### config.mk
export PLATFORM = sky130hd
export DESIGN_NAME = ppch_ram
export DESIGN_NICKNAME = d
export VERILOG_FILES = /design/src/hdl/ppch_ram.sv
export SDC_FILE = /design/constraint.sdc
export NUM_CORES = 1
export LEC_CHECK = 0
export BUFFER_PORTS_ARGS = -buffer_cell sky130_fd_sc_hd__buf_4
export CAP_MARGIN = 30
export CORE_ASPECT_RATIO = 0.5
export CORE_MARGIN = 2
export CORE_UTILIZATION = 63
export CTS_BUF_LIST = sky130_fd_sc_hd__clkbuf_8
export DETAILED_ROUTE_END_ITERATION = 8
export PLACE_DENSITY = 0.82
export SKIP_LAST_GASP = 1
export SLEW_MARGIN = 10
export SYNTH_ARGS = -nofsm -noshare
export SYNTH_HDL_FRONTEND = slang
export SYNTH_SLANG_ARGS = --single-unit
### constraint.sdc
create_clock -name clk_i -period 5.1 [get_ports clk_i]
set_input_delay 0.765 -clock clk_i [delete_from_list [all_inputs] [get_ports clk_i]]
set_output_delay 0.765 -clock clk_i [all_outputs]
set_load 0.005 [all_outputs]
### src/hdl/ppch_ram.sv
// Generic single-port-write, registered-read RAM.
`timescale 1ns / 1ps
`default_nettype none
module ppch_ram #(
  parameter int Width = 8,
  parameter int Depth = 16,
  localparam int Aw   = (Depth > 1) ? $clog2(Depth) : 1
) (
  input  logic             clk_i,
  input  logic             we_i,
  input  logic [Aw-1:0]    waddr_i,
  input  logic [Width-1:0] wdata_i,
  input  logic [Aw-1:0]    raddr_i,
  output logic [Width-1:0] rdata_o
);

  logic [Width-1:0] mem_q [Depth];
  logic [Width-1:0] rdata_q;

  // Write port and registered read port
  always_ff @(posedge clk_i) begin
    if (we_i) begin
      mem_q[waddr_i] <= wdata_i;
    end
    rdata_q <= mem_q[raddr_i];
  end

  assign rdata_o = rdata_q;

endmodule
`default_nettype wire

---- Word-level counts from Yosys, hierarchy flattened ----
Memory sizes are Yosys's and may differ from the RTL's. A register that Yosys moved wholly into a read port is not among the register bits.
Index checks and enable logic that the tools add are counted.
cells by class
  mux-type cells .......................... 2
operator list
  cell               number
  two-way mux 1 bit  2
word-level totals
  flip-flop bits (word level) ............. 0
  memory bits (writable) .................. 128
  output and inout port bits .............. 8
  logic and storage cells ................. 3
  memories kept ........................... 1
memories
  name   words  bits a word  rd ports  clocked after memory_dff  wr ports  line  text
  mem_q  16     8            1         1                         1         17    logic [Width-1:0] mem_q [Depth];

---- Longest topological paths before layout ----
  word-level depth ........................ 2
  gate-level depth with buffers ........... 5
  gate-level depth less buffers ........... 3

---- Worst setup path after synthesis ----
Ideal clock, no wire load.
  kind .................................... input to register
  start ................................... in waddr_i[2]
  end ..................................... mem mem_q[0][0], enable pin
  library setup time ...................... 0.383 ns
  arrival time ............................ 1.875 ns
  data required time ...................... 4.717 ns
  setup slack ............................. 2.842 ns
  cell stages on the path ................. 2
  path buffers ............................ 0
  cell sequence ........................... or3b_2 > nor3_1
RTL lines
  element          line  text
  start, declared  11    input logic [Aw-1:0] waddr_i,
  end, declared    17
No word-level cell before the write port.

---- Worst setup path after layout ----
  start ................................... in waddr_i[2]
  end ..................................... mem mem_q[0][4], enable pin
No word-level cell before the write port.

==> reports/results.ini <==
[cts]
post_cts_buffers=0
clk_pin_slew_ns=0.07
ctsResizeCount=0
insertion_delay_ns=0.43
cts_sinks=136
cts_buffer_depth=2
cts_buffers=17
holdBufCountCts=0
cts_tree=built
htree_levels=4
cts-root-buf=clkbuf_8

[place]
place_congestion=0.741
port_buffers=25
hpwlAfterDp_um=6070
place_ws_ns=2.56

[detailed_routing]
routed_wirelength_um=9860
drc_errors=0
vias=2443
via_per_inst=6.23
dr.pass1.iters=5
final_antenna_net_count=0
drt_iter0_markers=341
wl_per_cell_um=25.2

[worst_setup_path]
cp.arrival_ns=2.19
worstPathMaxFanout=5
crit_path_end_kind=flop
r2r_slack_ns=3.68
required_ns=5.24
rr_worst_depth=3
reg2reg_to=rdata_o[3]
r2r-start=mem_q[8][3]
worst-setup-path-type=in2reg
cp-start-kind=input port

[cells_and_area]
drive_above_1_share_pct=26.1
fin_util_pct=72.4
num_antenna_cells=0
nFillCells=449
area_growth_pct=12.1
fin_nets=285

[pwr]
switching_power_mw=0.452
p_leak_nw=1.92
switching_share_pct=20.8
total_power_mw=2.17
internal_power_mw=1.72
seqPwrFrac_pct=58.0
p_per_area_nw_per_um2=376
clock_power_share_pct=36.6
ir_worst_vdd_v=0.000182
power_frac_comb_pct=5.4

[grt]
grt_pass1_wl_um=14400
grt_start_max_net_pins=33
antenna_found_initial=0
grt_overflow=0
grtUsageTotal_pct=24.1
grt_pass1_vias=2382

[timing]
holdWs_ns=0.629
final.setup.tns_ns=0
setup_slack_ns=3.05
rsz0062_at_grt=false
worst_pin_slew_ns=0.934
fin_crit_sh_pct=40.3
max_slew_margin_pct=37.5
drv_slew=0
setup_viol=0
period_needed_ns=2.05
hold_viol=0
fin_skew_ns=0.00542
fmaxAchievable_ghz=0.487

[synthesis]
syn_nets=247
ys.flop_type=edfxtp_1
postSynthAreaPerCell_sq_um=22.5
synthCells=229
synth_area_sq_um=5150
synth_edf_count=128
yosysWarnings=0
async_flop_share_pct=0
ys_seq_area_share_pct=77.8
synth.distinct_cells=19
ys_seq_elements=136

[outcome]
status=completed

[die]
die-area_sq_um=8950
rows=23
fp.dieH_um=67.9
io_pins=26
die_w_um=132
initial_core_util_pct=64.6
coreArea_sq_um=7970

[run]
drv_cap=0

[min_path]
worstHoldEndpoint=mem_q[0][2]
hold_path_depth=1
min-delay-start=wdata_i[2]
hp-class=in2reg

-- area by class of cell --
| cell class | instances | area [sq um] | share of cell area [%] |
|---|---|---|---|
| Clock buffer | 17 | 234 | 4.06 |
| Clock inverter | 15 | 119 | 2.06 |
| Multi-Input combinational cell | 83 | 1060 | 18.3 |
| Sequential cell | 136 | 4000 | 69.4 |
| Tap cell | 112 | 140 | 2.43 |
| Timing Repair Buffer | 29 | 215 | 3.73 |
-- logic make-up (layout without fill, tap and decap cells) --
| family | after synthesis | in the layout | synth area share [%] |
|---|---|---|---|
| AO/OA/AOI/OAI | 16 | 16 | 2.33 |
| buffers and inverters | 10 | 61 | 1.68 |
| flip-flops | 136 | 136 | 77.8 |
| multiplexers | 32 | 32 | 15.0 |
| AND/OR/NAND/NOR | 35 | 35 | 3.18 |
-- per-stage QoR --
step                area, sq um  std cells
finish                     5770        392
global route               5770        392
CTS                        5770        392
detailed placement         5420        360
global placement           5410        359
floorplan                  5150        229
-- state kept, by name, summed over array words and instances (netlist names) --
signal and cells:
mem_q 128, rdata_o 8
-- cell usage after synthesis, types with 2 or more instances --
cell | n | area [sq um]
dfxtp_1 | 8 | 160
nand2_1 | 9 | 33.8
buf_6 | 3 | 33.8
mux4_1 | 14 | 368
nand2b_1 | 2 | 12.5
buf_2 | 3 | 15.0
mux4_2 | 18 | 405
edfxtp_1 | 128 | 3840
nor2_1 | 13 | 48.8
a22oi_1 | 16 | 120
nand3b_1 | 2 | 15.0
nor3_1 | 4 | 20.0
clkdlybuf4s25_2 | 3 | 30.0
-- per-layer routing --
layer	up-vias	global-route usage, %	routed length, um
li1	1047	-	-
met1	1242	32.5	3830
met2	134	38.6	4740
met3	20	8.52	1130
met4	0	6.79	172
met5	-	0	0
-- critical path, cell delays in order --
cell	delay (ns)
buf_4	0.12
or3b_2	0.51
nor3_1	0.50
buf_2	0.29
-- power by group through the flow --
stage	logic, mW	registers, mW	clock network [mW]
floorplan	0.0634	1.28	0
global placement	0.112	1.28	0
detailed placement	0.116	1.28	0
CTS	0.118	1.26	0.797
global route	0.126	1.26	0.843
finish	0.117	1.26	0.794
-- worst max path at each step --
stage,from,to,slack (ns)
final,waddr_i[2],mem_q[0][4],3.05
after global routing,raddr_i[0],rdata_o[3],2.96
after CTS,raddr_i[0],rdata_o[3],3.06
after detailed placement,waddr_i[2],mem_q[0][3],2.56
after global placement,waddr_i[2],mem_q[0][4],2.46
after floorplan,waddr_i[2],mem_q[0][0],2.84
-- layout by cell type, fill, tap and decap left out, drive strengths merged, types with 2 or more instances in the layout --
master    n
edfxtp  128
mux4     32
buf      29
clkbuf   17
a22oi    16
nor2     13
clkinv   10
nand2     9
dfxtp     8
nor3      4
nand3b    2
nand2b    2
inv       2
bufinv    2
(Power assumes the default switching activity.)
